## src/sv/bba_pkg.sv

```systemverilog
package bba_pkg;

	localparam int BLK_W       = 13;
	localparam int ADDR_W      = 48;
	localparam int BLK_CAP     = 8191;
	localparam int WORD_W      = 32;
	localparam int WORD_SEL_W  = 5;
	localparam int WORD_AW     = BLK_W - WORD_SEL_W;
	localparam int GRP_W       = 8;
	localparam int GRP_SEL_W   = 3;

	localparam logic OP_ALLOC = 1'b0;
	localparam logic OP_FREE  = 1'b1;

	localparam logic [1:0] STAT_OK      = 2'd0;
	localparam logic [1:0] STAT_NO_RUN  = 2'd1;
	localparam logic [1:0] STAT_OUTSIDE = 2'd2;

	localparam logic REG_REGION_BASE   = 1'b0;
	localparam logic REG_REGION_BLOCKS = 1'b1;

	localparam logic [BLK_W-1:0] REGION_BLOCKS_RST = 13'd4096;

	typedef struct packed {
		logic             found;
		logic [BLK_W-1:0] run;
		logic [BLK_W-1:0] start;
	} bba_scan_t;

	typedef struct packed {
		logic               rd_en;
		logic               wr_en;
		logic [WORD_AW-1:0] rd_word;
		logic [WORD_AW-1:0] wr_word;
		logic [WORD_W-1:0]  wr_data;
	} bba_mem_req_t;

endpackage

```

## src/sv/bba_bitmap.sv

```systemverilog
module bba_bitmap #(
	parameter int WORDS = 128
) (
	input  logic                        clk,
	input  logic                        arst_n,
	input  bba_pkg::bba_mem_req_t       req,
	output logic [bba_pkg::WORD_W-1:0]  rd_data
);
	import bba_pkg::*;

	localparam int MAW = (WORDS > 1) ? $clog2(WORDS) : 1;

	logic [WORD_W-1:0] mem [0:WORDS-1];
	logic [WORD_W-1:0] rd_word_q;
	logic [WORDS-1:0]  vld_q;
	logic              rd_vld_q;

	always_ff @(posedge clk) begin
		if (req.wr_en) begin
			mem[req.wr_word[MAW-1:0]] <= req.wr_data;
		end
		if (req.rd_en) begin
			rd_word_q <= mem[req.rd_word[MAW-1:0]];
		end
	end

	// a word never written since reset reads as all free
	always_ff @(posedge clk or negedge arst_n) begin
		if (!arst_n) begin
			vld_q    <= '0;
			rd_vld_q <= 1'b0;
		end else begin
			if (req.wr_en) begin
				vld_q[req.wr_word[MAW-1:0]] <= 1'b1;
			end
			if (req.rd_en) begin
				rd_vld_q <= vld_q[req.rd_word[MAW-1:0]];
			end
		end
	end

	assign rd_data = rd_vld_q ? rd_word_q : '0;

endmodule

```

## config.mk

```make
export PLATFORM = sky130hd
export DESIGN_NAME = bba_bitmap
export DESIGN_NICKNAME = d
export VERILOG_FILES = /design/src/sv/bba_pkg.sv /design/src/sv/bba_bitmap.sv
export SDC_FILE = /design/constraint.sdc
export NUM_CORES = 2
export LEC_CHECK = 0
export BUFFER_PORTS_ARGS = -buffer_cell sky130_fd_sc_hd__clkbuf_2
export CORE_ASPECT_RATIO = 1.75
export CORE_MARGIN = 5
export CORE_UTILIZATION = 55
export CTS_BUF_LIST = sky130_fd_sc_hd__clkbuf_4 sky130_fd_sc_hd__clkbuf_8 sky130_fd_sc_hd__clkbuf_16
export DETAILED_ROUTE_END_ITERATION = 12
export PLACE_DENSITY = 0.82
export REMOVE_ABC_BUFFERS = 1
export SETUP_SLACK_MARGIN = 0.1
export SLEW_MARGIN = 20
export SYNTH_ARGS = -nofsm -noshare
export SYNTH_HDL_FRONTEND = slang
export SYNTH_SLANG_ARGS = --single-unit
```

## constraint.sdc

```tcl
create_clock -name clk -period 2.8 [get_ports clk]
set_input_delay 0.28 -clock clk [delete_from_list [all_inputs] [get_ports clk]]
set_output_delay 0.28 -clock clk [all_outputs]
set_load 0.03 [all_outputs]
```

After elaboration in Yosys (flattened, before gate mapping)
Memories as Yosys holds them, arrays and structs flattened. A register that Yosys moved wholly into a read port is not among the register bits.
Index checks and enable logic that the tools add are counted.

storage, ports and cells
  output and inout bits = 32
  bits in latches = 0
  bits in writable memories = 4,096
  bits of input ports = 52
  ROM bits = 0
  memories kept = 1
  register bits after elaboration = 129
  logic and storage cells = 15

cells by class
  $add $sub $neg = 0
  bitwise operators = 1
  divide/modulo/power cells = 0
  multipliers = 0
  reductions and logical operators = 1
  shifts and indexed selects = 0
  eq/ne operators = 0
  $lt $le $gt $ge = 3
  multiplexer cells = 7

memories
  memory  depth  bits a word  read ports  clocked after Yosys merged registers in  write ports  line              text
  mem     128    32           1           1                                        1            bba_bitmap.sv:13  logic [WORD_W-1:0] mem [0:WORDS-1];

operator list
  operator                                                            count
  bitwise OR 128 bit                                                  1
  two-way mux 32 bit                                                  1
  < comparator 7 x 8 -> 1 bit (second input constant)                 2
  binary-select mux 1 bit (select 7 bit)                              1
  demux 1 bit (select 7 bit)                                          1
  greater-or-equal comparator 7 x 1 -> 1 bit (second input constant)  1
  two-way mux 1 bit                                                   4
  logical AND 1 bit                                                   1

Depth between registers and ports, before layout
  depth in word-level cells = 5
  depth in mapped cells = 10
  depth with buffers taken out = 6

Worst setup path before layout
Ideal clock, no wire load.

  kind = input -> register
  from = in req[34] in the netlist's numbering
  to = mem mem[108][0], enable pin
  path slack = -0.381 ns
  path buffers = 2
  arrival time = 2.759 ns
  required time = 2.378 ns
  stages = 6
  setup time = 0.422 ns
  cells stage by stage = clkbuf_1 -> or3b_2 -> inv_1 -> nand2_1 -> clkbuf_1 -> nor2_1

RTL lines
  item             line              text
  start, declared  bba_bitmap.sv:6   input bba_pkg::bba_mem_req_t req,
  end, declared    bba_bitmap.sv:13

No word-level cell before the write port.

==> results.md <==
- The run finished, with violations left.
- The final reports fail on negative hold slack.
- The iteration-0 DRC count of the detailed router is 16,350.
- The startpoint of the lowest-slack register-to-register path is mem[111][20].
- The delay contributed by the slowest stage of the critical path is 0.54 ns.
- In the synthesized netlist the dominant register cell turns out to be sky130_fd_sc_hd__edfxtp_1.
- For the worst-skew pair, the clock arrives at the later sink with an insertion delay of 0.93 ns.
- On the critical path the largest part of the delay comes from multiplexers.
- The largest individual stage delay along the critical path comes from the cell sky130_fd_sc_hd__mux4_2.
- In this run the deepest clock path goes through 4 buffers.
- Setup repair after global routing left no endpoint under its margin.
- The timing-limited maximum frequency is 377.7 MHz.
- The initial antenna violation count was 46.
- The port buffer count is 81.
- STA classifies the critical path startpoint as a register.
- By count the netlist is led by sky130_fd_sc_hd__edfxtp_1 (4,128), sky130_fd_sc_hd__mux4_2 (1,306), sky130_fd_sc_hd__buf_2 (148).
- The number of gates resized after cts is 0.
- The CTS buffer count is 334.
- The number of setup buffers added after CTS is 0.
- The number of hold-slack violations in the final timing report was 2.
- The final worst clock skew is 0.04626 ns.
- The x dimension of the die is 419.4 µm.
- The number of vias per cell is 7.400.
- After clock tree synthesis, the clock-pin slew on the worst setup and hold paths is 0.08 ns.
- The initial core utilization is 55.15%.
- The endpoint class of the critical path is a register.
- After detailed routing, the total wire length is 498.0 mm.
- Total power for the finished layout comes to 0.1296 W.
- The via count of the routed design is 83,460.
- The source of the worst hold timing path is req[22].
- The number of global-route vias before repair is 84,500.
- The count of mapped cells out of synthesis is 6,470.
- Clock tree synthesis found a total of 4,257 sinks.
- Subtracting the final worst setup slack from the clock period gives 2.648 ns.
- The tightest hold path in the finished design has a slack of -0.01012 ns.
- Of the cells placed in the final design, the portion with a size suffix greater than 1 is 37.32%.
- The layout overhead on the synthesized area is 14.76%.
- The tree is rooted in a sky130_fd_sc_hd__clkbuf_16.
- The first TritonRoute pass finished after 9 iterations.
- The congestion estimate from routability-driven global placement came to 0.8735.
- The post-synthesis instance area is 161,300 µm².
- Across the run, the number of max-cap violations was 0.
- The die area is 304,700 µm².
- Setup violations remaining at the end of the flow were counted as 0.
- After synthesis, the share of flip-flops with an asynchronous set or reset is 3.030%.
- The floorplan has 263 rows.
- The dominant cell type by count on the critical path is sky130_fd_sc_hd__mux4_2.
- The number of top-level pins is 84.
- The worst setup path startpoint is mem[111][20].
- The buffers plus inverters on the worst setup path is 1.
- In this run the biggest area consumer among cell types represents 76.83% of the synthesized area.
- The leakage power total is 58.43 nW.
- The height of the chip is 726.5 µm.
- The average routed wire per standard cell is 44.15 µm.
- The worst max-slew margin expressed relative to the limit is 22.56%.
- Data on the critical path arrives at its endpoint at 3.27 ns.
- Power spread over the standard cell area amounts to 700.0 nW/µm².
- Ranked by total cell area, the synthesized netlist is headed by sky130_fd_sc_hd__edfxtp_1 (77%), sky130_fd_sc_hd__mux4_2 (18%), sky130_fd_sc_hd__dfrtp_1 (2.0%), sky130_fd_sc_hd__o22ai_1 (0.50%), sky130_fd_sc_hd__or2_2 (0.50%).
- Of the available clock period, the critical path in the final layout requires 94.56%.
- The path class of the tightest hold or removal check is input pin to register.
- The post-route antenna net violation count is 0.
- The overflow left after global routing is 0.
- The first global-routing pass estimated 693.9 mm of wire.
- The slew at the pin closest to its max-slew limit is 1.162 ns.
- The maximum number of pins on one net before global-route repair is 129.
- The overall track demand over capacity in global routing is 33.02%.
- The Yosys warning count is 0.
- The cell type with the highest aggregate area in the netlist is sky130_fd_sc_hd__edfxtp_1.
- Of the synthesized area, sequential elements account for 78.83%.
- The synthesized area per cell is 24.94 µm².
- Synthesis inferred 4,257 register bits.
- Counting flops with a built-in enable in the synthesized netlist gives 4,128.
- The max-slew violation count is 0.
- The worst setup path category is register to register.
- The data required time of the critical path is 3.42 ns.
- The largest driver fanout on the critical path is 1.
- sky130_fd_sc_hd__edfxtp_1 is the most common cell in the netlist.
- Walking the worst path, the cells encountered are mux4_2, mux4_2, o22ai_1, buf_4, nor4_1.
- The net count of the finished layout is 7,194.
- The H-tree was split into 5 levels.
- The post-detailed-placement half-perimeter wirelength is 257.7 mm.
- The core box area is 292,500 µm².
- For this design, the CTS-stage hold fixing added 28 buffers.
- The worst ir drop on vdd is 0.5943 mV.
- The clock tree from TritonCTS is done.
- For this run, design rule violations remaining after detail routing come to 0.
- The count of unique library cells instantiated by Yosys is 40.
## through the flow
step / cell area [µm²] / cells / TNS, ns / util [%] / worst slack [ns]
floorplan: 159800 / 6131 / -196.71 / - / -3.465
global placement: 173400 / 10620 / -4.281 / 59.26 / -0.3887
detailed placement: 173400 / 10620 / -5.838 / 59.26 / -0.3547
CTS: 185000 / 11250 / 0 / 63.25 / 0.2822
global route: 185100 / 11260 / 0 / 63.28 / 0.1156
finish: 185200 / 11280 / 0 / 63.29 / 0.1524
## per-layer routing
layer  track usage [%]  routed length [µm]  vias up
met3             8.944               67370     2251
met1             39.57              143400    42660
met2             52.92              241600     9146
met5            0.1599                 256        -
met4             22.05               45350       32
li1                  -                   -    29370
## sequential cells by signal (all words and copies together) (netlist names)
| signal | flops |
|---|---|
| rd_word_q | 32 |
| vld_q | 128 |
| mem | 4096 |
| rd_vld_q | 1 |
## cell families after synthesis
| family | Yosys count | share of synthesized area (%) |
|---|---|---|
| AO/OA/AOI/OAI | 147 | 0.5839 |
| AND/OR/NAND/NOR | 393 | 1.281 |
| flip-flops | 4257 | 78.83 |
| multiplexers | 1326 | 18.36 |
| buffers and inverters | 347 | 0.9476 |
## cell type report
class	count	area, µm²
flip-flops and latches	4257	127200
clock inverters	197	2205
well taps	3842	4807
repair buffers	675	8066
fillers	16470	107400
inverters	8	37.54
multi-input cells	1866	33600
clock buffers	409	9199
diodes	25	62.56
## power breakdown
part	switching, W	internal, W	total [W]
clock network	0.0234	0.0278	0.0513
logic	0.00461	0.00306	0.00767
registers	0.000331	0.0703	0.0707
total	0.0284	0.101	0.130
## cells in the final DEF (no fill, tap or decap), types with 3 or more instances in the layout
cell	count
sky130_fd_sc_hd__edfxtp_1	4128
sky130_fd_sc_hd__mux4_2	1306
sky130_fd_sc_hd__buf_4	355
sky130_fd_sc_hd__clkbuf_16	347
sky130_fd_sc_hd__buf_12	239
sky130_fd_sc_hd__dfrtp_1	129
sky130_fd_sc_hd__o22ai_1	128
sky130_fd_sc_hd__nor2_4	128
sky130_fd_sc_hd__or2_2	128
sky130_fd_sc_hd__clkinv_1	56
sky130_fd_sc_hd__clkinv_2	56
sky130_fd_sc_hd__clkbuf_4	54
sky130_fd_sc_hd__bufinv_16	46
sky130_fd_sc_hd__clkbuf_2	45
sky130_fd_sc_hd__nor4_1	33
sky130_fd_sc_hd__and2_1	32
sky130_fd_sc_hd__dlygate4sd3_1	30
sky130_fd_sc_hd__diode_2	25
sky130_fd_sc_hd__nand2_1	23
sky130_fd_sc_hd__clkinvlp_4	17
sky130_fd_sc_hd__mux2i_1	16
sky130_fd_sc_hd__inv_6	13
sky130_fd_sc_hd__nand3_1	11
sky130_fd_sc_hd__nor2b_1	9
sky130_fd_sc_hd__clkbuf_8	8
sky130_fd_sc_hd__inv_1	7
sky130_fd_sc_hd__nand3b_1	7
sky130_fd_sc_hd__clkinv_4	6
sky130_fd_sc_hd__nor2_1	5
sky130_fd_sc_hd__a21oi_1	5
sky130_fd_sc_hd__nand4_1	4
sky130_fd_sc_hd__mux2_2	4
sky130_fd_sc_hd__inv_8	3
sky130_fd_sc_hd__or3_1	3
sky130_fd_sc_hd__buf_6	3
## path summary, 6_finish.rpt
path                       slack [ns]  cells past startpoint       endpoint
max                              0.15                      5  rd_word_q[20]
min                             -0.01                      1    mem[53][22]
max reg2reg                      0.15                      5  rd_word_q[20]
min reg2reg                      0.48                      1      vld_q[87]
max in group asynchronous        1.91                      3     vld_q[117]
min in group asynchronous        0.03                      2     vld_q[111]
(Power assumes the default switching activity.)
