$ cat src/sv/bba_pkg.sv
package bba_pkg;

	localparam int BLK_W       = 13;
	localparam int ADDR_W      = 48;
	localparam int BLK_CAP     = 8191;
	localparam int WORD_W      = 32;
	localparam int WORD_SEL_W  = 5;
	localparam int WORD_AW     = BLK_W - WORD_SEL_W;
	localparam int GRP_W       = 8;
	localparam int GRP_SEL_W   = 3;

	localparam logic OP_ALLOC = 1'b0;
	localparam logic OP_FREE  = 1'b1;

	localparam logic [1:0] STAT_OK      = 2'd0;
	localparam logic [1:0] STAT_NO_RUN  = 2'd1;
	localparam logic [1:0] STAT_OUTSIDE = 2'd2;

	localparam logic REG_REGION_BASE   = 1'b0;
	localparam logic REG_REGION_BLOCKS = 1'b1;

	localparam logic [BLK_W-1:0] REGION_BLOCKS_RST = 13'd4096;

	typedef struct packed {
		logic             found;
		logic [BLK_W-1:0] run;
		logic [BLK_W-1:0] start;
	} bba_scan_t;

	typedef struct packed {
		logic               rd_en;
		logic               wr_en;
		logic [WORD_AW-1:0] rd_word;
		logic [WORD_AW-1:0] wr_word;
		logic [WORD_W-1:0]  wr_data;
	} bba_mem_req_t;

endpackage

$ cat src/sv/bba_group_scan.sv
module bba_group_scan (
	input  logic [bba_pkg::GRP_W-1:0]     grp_used,
	input  logic [bba_pkg::BLK_W-1:0]     grp_base,
	input  logic [bba_pkg::GRP_SEL_W-1:0] first,
	input  logic [bba_pkg::BLK_W-1:0]     limit,
	input  logic [bba_pkg::BLK_W-1:0]     count,
	input  bba_pkg::bba_scan_t            ctx_in,
	output bba_pkg::bba_scan_t            ctx_out
);
	import bba_pkg::*;

	always_comb begin
		bba_scan_t        ctx;
		logic [BLK_W-1:0] p;
		ctx = ctx_in;
		ctx.found = 1'b0;
		for (int j = 0; j < GRP_W; j++) begin
			p = grp_base | BLK_W'(j);
			if (!ctx.found && GRP_SEL_W'(j) >= first && p < limit) begin
				if (grp_used[j]) begin
					// restart the run just past a used block
					ctx.run   = '0;
					ctx.start = p + BLK_W'(1);
				end else begin
					ctx.run = ctx.run + BLK_W'(1);
					if (ctx.run == count) begin
						ctx.found = 1'b1;
					end
				end
			end
		end
		ctx_out = ctx;
	end

endmodule

$ cat config.mk
export PLATFORM = sky130hd
export DESIGN_NAME = bba_group_scan
export DESIGN_NICKNAME = d
export VERILOG_FILES = /design/src/sv/bba_pkg.sv /design/src/sv/bba_group_scan.sv
export SDC_FILE = /design/constraint.sdc
export NUM_CORES = 1
export LEC_CHECK = 0
export BUFFER_PORTS_ARGS = -buffer_cell sky130_fd_sc_hd__buf_4
export CAP_MARGIN = 20
export CORE_UTILIZATION = 52
export DETAILED_ROUTE_END_ITERATION = 8
export PLACE_DENSITY = 0.71
export SYNTH_ARGS = -nofsm -noshare
export SYNTH_HDL_FRONTEND = slang
export SYNTH_SLANG_ARGS = --single-unit
export TNS_END_PERCENT = 1
$ cat constraint.sdc
create_clock -name vclk -period 30.1
set_input_delay 3.01 -clock vclk [all_inputs]
set_output_delay 3.01 -clock vclk [all_outputs]
set_load 0.02 [all_outputs]
# --- Yosys cells after proc, flatten, opt, wreduce, memory -nomap -nowiden ---
# Index checks and enable logic that the tools add are counted.
classes:
  n_eq_ne: 8
  reduce_logical: 22
  n_lt_le_gt_ge: 16
  add_sub_neg: 16
  mux: 40
ops:
  columns: ["cell", "n"]
  rows:
  - ["$mux 27", 8]
  - ["$add 13x1->13 const B", 16]
  - ["$mux 13", 16]
  - ["$eq 13x13->1", 8]
  - ["$lt 13x13->1", 8]
  - ["$mux 1", 16]
  - ["$logic_and 1x1->1", 15]
  - ["$ge 3x3->1 const A", 4]
  - ["$logic_not 1->1", 7]
  - ["$ge 1x3->1 const A", 2]
  - ["$ge 2x3->1 const A", 2]
word_totals:
  word_cells: 102
  out_inout_bits: 27
  inputBits: 77
  reg_bits: 0

# --- Longest topological paths before layout ---
# Gate-level depths: netlist (run 1).
depth:
  depth_word: 40
  mapped_depth: 58
  ltp_nobuf: 48

# --- Worst setup path before layout (run 1) ---
# Ideal clock, no wire load.
synth_timing:
  kind: "in2out"
  from: "in grp_base[2] (netlist bit)"
  to: "out ctx_out[26] (netlist bit)"
  path_stages: 50
  required_ps: 27090
  path_buffers: 6
  setup_slack_ps: 13277
  t_arrival_ps: 13813
  path_cell_list: "clkbuf_1 inv_1 ha_1 a21o_1 a311o_1 a21oi_4 nand3_1 o21ai_1 ha_1 inv_1 a211oi_1 a41oi_2 or3b_2 mux2i_1 a221o_1 o211ai_2 buf_4 nand2_2 [14 not listed] nand2_1 nor4_1 a21o_1 nand4_4 or3_4 a2111oi_4 and3_1 buf_4 nor3_1 o21ai_0 inv_1 ha_1 xnor2_1 xnor2_1 nand4_1 or4b_1 nor4_1 a31o_1"
synth_lines:
  columns: ["item", "line_no", "text"]
  rows:
  - ["start, declared", "bba_group_scan.sv:3", "input logic [bba_pkg::BLK_W-1:0] grp_base,"]
  - ["end, declared", "bba_group_scan.sv:8", "output bba_pkg::bba_scan_t ctx_out"]

==> run_results.csv, run 1 <==
group,metric,value,unit
logic_synthesis,synthesis.area,11900,µm²
setup_path,slowest_stage,"o311ai_0",
sta,setup_violations,0,
die,initial_core_util,53.8,%
cts,postCtsHoldBufs,0,
routing,post_drt_wl_per_cell,22.1,µm
cells_and_area,fillers,2204,
grt,grt-ovfl-total,0,
cts,cts_resized,0,
grt,track_usage,37.8,%
cells_and_area,clock_buffers,0,
cells_and_area,diodes,0,
routing,drt_pass1_iterations,6,
place,gp_congestion,1.02,
pwr,power,340,µW
sta,timing.setup.tns,0,ns
place,numPortBuffers,103,
die,rows,54,
cells_and_area,area_growth,5.48,%
cells_and_area,final_util,56.7,%
pwr,ir_drop,0.0123,mV
routing,ant_nets,0,
setup_path,cp.depth,46,
setup_path,critical_path.endpoint,"ctx_out[26]",
logic_synthesis,ys_top_cells_by_area,"xnor2_1, nand2_1, nor2_1, a21oi_1, o21ai_0",
setup_path,cp-end-kind,"primary output",
min_path,worst_hold_path_type,"in2out",
setup_path,cp_data_arrival_time,16.84,ns
cells_and_area,drive_above_1_share,12.3,%
place,hpwlAfterDp,35.7,mm
logic_synthesis,synth_common_cells,"nand2_1, nor2_1, a21oi_1",
die,die_x,153,µm
setup_path,startpoint_type,"input pin",
cells_and_area,nNetsFinal,1941,
die,fp.coreArea,22100,µm²
setup_path,cpPeakStageDelay,0.94,ns
logic_synthesis,synth.distinct_cells,128,
die,io_pins,104,
run_status,status,"completed",
sta,min_period,19.85,ns
cells_and_area,seq_cells,0,
grt,grt_antenna_before_repair,0,
logic_synthesis,synth_area_per_cell,6.46,µm²
routing,drtIter0Drc,2096,
setup_path,critical-path-top-delay-family,"compound AO/OA/AOI/OAI gates",
cells_and_area,regArea,0,µm²
logic_synthesis,synthCells,1839,
logic_synthesis,synth.most_common_cell,"nand2_1",
pwr,p_leak,4.43,nW
die,die-area,23500,µm²
routing,num_vias,15534,
cells_and_area,fin_cells,2111,
sta,finalMaxSlewViolations,0,
routing,drc,0,
sta,hold_viol,0,
routing,avgViaCountPerCell,7.36,
sta,fin_crit_sh,66.0,%
logic_synthesis,synth.yosys.warnings,0,
cells_and_area,fin_area,12500,µm²
pwr,p_per_area,27.1,nW/µm²
routing,wl,46.6,mm
sta,timing.fmax,50.4,MHz
logic_synthesis,synth_top_area_share,8.18,%
grt,grt_max_degree,30,
setup_path,critPathLaunch,"grp_base[2]",
cts,post_cts_buffers,0,
logic_synthesis,synth_area_leader_cell,"xnor2_1",
setup_path,critPathMaxFanout,22,
logic_synthesis,ys_seq_area_share,0,%
setup_path,path_buf_inv,6,
die,die_h,153,µm
logic_synthesis,syn_nets,1947,
run,cap_viol_max_count,0,
place,place_area,12500,µm²
setup_path,worstPathRequired,27.09,ns
place,place_inst,2111,
grt,grt_pass1_vias,13574,
grt,grt_pass1_wl,73.3,mm
setup_path,critPathKind,"in2out",
sta,rsz0062_at_grt,"false",
sta,slew_headroom,25.7,%
sta,tightest_slew,1.10,ns
-- how the worst min path moves through the flow --
stage / startpoint / cells after the start / end
3_5_place_dp: grp_used[7] / 3 / ctx_out[16]
3_3_place_gp: grp_used[7] / 3 / ctx_out[16]
6_report: grp_used[7] / 3 / ctx_out[16]
2_1_floorplan: grp_used[7] / 3 / ctx_out[7]
4_1_cts: grp_used[7] / 3 / ctx_out[16]
5_1_grt: grp_used[7] / 3 / ctx_out[16]
-- where the power goes --
group          internal (mW)  leakage (nW)  switching [mW]
Clock                      0             0               0
Sequential                 0             0               0
Combinational          0.123          4.43           0.217
Total                  0.123          4.43           0.217
-- final cells by class --
type,instances,area [µm²],share of cell area [%]
Inverter,55,206,1.65
Timing Repair Buffer,118,886,7.07
Multi-Input combinational cell,1658,11100,88.5
Tap cell,280,350,2.80
-- stage by stage --
| step | setup WS (ns) | hold WS, ns |
|---|---|---|
| finish | 10.25 | 6.45 |
| global route | 9.38 | 6.47 |
| CTS | 10.71 | 6.45 |
| detailed placement | 10.79 | 6.45 |
| global placement | 10.79 | 6.44 |
| floorplan | 13.28 | 6.32 |
-- cells in the final DEF, fill, tap and decap left out, types with 41 or more instances in the layout --
master    count
nor2_1      167
inv_1        48
xnor2_1     111
a21oi_1     115
nor3_1       76
nand2_1     180
buf_4       118
nand3_1      92
o211ai_1     41
o21ai_0      95
nand4_1      47
and3_1       50
-- logic make-up after synthesis --
group,Yosys count,synth area share (%)
simple gates,828,37.3
buf+inv,181,6.70
mux,23,2.01
compound gates,621,38.8
fa+ha+maj,31,3.26
xor+xnor,155,12.0
-- per-layer routing --
layer	vias to the layer above	GRT usage [%]	wire (µm)
met1	7176	51.8	18900
met5	-	0	0
met2	1102	60.2	20200
met4	0	13.5	1890
li1	7096	-	-
met3	160	4.88	5570
Power figures use the tool's default switching activity.
==> inputs of run 2 (changes only) <==
==> constraint.sdc (replaced) <==
create_clock -name vclk -period 20.6
set_input_delay 2.06 -clock vclk [all_inputs]
set_output_delay 2.06 -clock vclk [all_outputs]
set_load 0.02 [all_outputs]
==> run_results.csv, run 2 (synthesis gave the netlist of run 1 again) <==
group,metric,value,unit
pwr,p_int,179,µW
cells_and_area,clock_buffers,0,
cells_and_area,fillers,2239,
pwr,p_clk_share,0,%
grt,track_usage,38.3,%
cts,post_cts_buffers,0,
setup_path,critical-path-top-delay-family,"compound AO/OA/AOI/OAI gates",
setup_path,critPathMaxFanout,22,
sta,fin_crit_sh,86.6,%
die,initial_core_util,53.8,%
cells_and_area,final_util,56.7,%
place,numPortBuffers,103,
routing,drtIter0Drc,1966,
die,die_x,153,µm
setup_path,cp-end-kind,"primary output",
sta,timing.setup.tns,0,ns
setup_path,worstPathRequired,18.54,ns
routing,drt_pass1_iterations,6,
sta,hold_viol,0,
place,gp_congestion,1.02,
pwr,share_seq_of_total_power,0,%
run_status,status,"completed",
routing,wl,47.0,mm
cells_and_area,layout_commonest_cell,"nand2_1",
grt,grt_antenna_before_repair,0,
routing,post_drt_wl_per_cell,22.3,µm
setup_path,critPathKind,"in2out",
setup_path,slowest_stage,"nand3_1",
cts,postCtsHoldBufs,0,
die,fp.coreArea,22100,µm²
pwr,p_per_area,39.7,nW/µm²
sta,rsz0062_at_grt,"false",
cells_and_area,nNetsFinal,1939,
cts,cts_resized,0,
die,die_h,153,µm
die,rows,54,
cells_and_area,drive_above_1_share,12.2,%
pwr,ir_drop,0.0191,mV
pwr,power,497,µW
die,io_pins,104,
cells_and_area,seq_cells,0,
grt,grt_pass1_wl,73.9,mm
sta,slew_headroom,23.6,%
routing,ant_nets,0,
min_path,worst_hold_path_type,"in2out",
setup_path,cp_data_arrival_time,15.78,ns
die,die-area,23500,µm²
pwr,p_leak,4.42,nW
setup_path,path_buf_inv,6,
sta,finalMaxSlewViolations,0,
grt,grt_max_degree,30,
pwr,power.switching,318,µW
cells_and_area,multi_input_area,11100,µm²
grt,grt_pass1_vias,13688,
pwr,p_sw_share,63.9,%
setup_path,startpoint_type,"input pin",
grt,grt-ovfl-total,0,
cells_and_area,final_cell_mix,"nand2_1, nor2_1, buf_4",
sta,tightest_slew,1.12,ns
sta,setup_violations,0,
place,place_area,12500,µm²
routing,num_vias,15463,
sta,min_period,17.84,ns
cells_and_area,diodes,0,
cells_and_area,area_growth,5.35,%
run,cap_viol_max_count,0,
cells_and_area,regArea,0,µm²
cells_and_area,fin_area,12500,µm²
place,hpwlAfterDp,36.2,mm
pwr,pwr-share-comb,100.0,%
sta,timing.fmax,56.1,MHz
setup_path,cpPeakStageDelay,0.70,ns
routing,drc,0,
routing,avgViaCountPerCell,7.33,
[run 2: cell count changes in the layout (fill, tap and decap cells not counted)]
cell and change:
buf_4 -2
[run 2: final timing paths]
check | start | depth (start not counted) | end | slack, ns
worst max-delay path | grp_base[4] | 44 | ctx_out[6] | 2.76
worst min-delay path | grp_used[7] | 3 | ctx_out[15] | 4.53
[run 2: power groups by stage]
stage | registers, mW | clock network [mW] | logic [mW]
after floorplan | 0 | 0 | 0.356
after detailed placement | 0 | 0 | 0.479
after global routing | 0 | 0 | 0.533
final | 0 | 0 | 0.497
after global placement | 0 | 0 | 0.472
after CTS | 0 | 0 | 0.481
[run 2: per-layer routing]
layer	part of all wire [%]	track usage (%)	up-vias
met5	0	0	-
met4	4.7	16.3	0
met3	11	6.12	179
met2	42	58.6	960
met1	42	52.7	7222
li1	-	-	7102
[run 2: per-stage QoR]
stage | hold WS, ns | setup WS, ns | std cells
finish | 4.53 | 2.76 | 2109
global placement | 4.54 | 3.39 | 2109
global route | 4.55 | 1.78 | 2109
floorplan | 4.42 | 5.68 | 1839
CTS | 4.54 | 3.12 | 2109
detailed placement | 4.54 | 3.15 | 2109
[run 2: cell type report]
type	count	share of cell area (%)
inverters	55	1.65
multi-input cells	1658	88.6
well taps	280	2.80
repair buffers	116	6.96
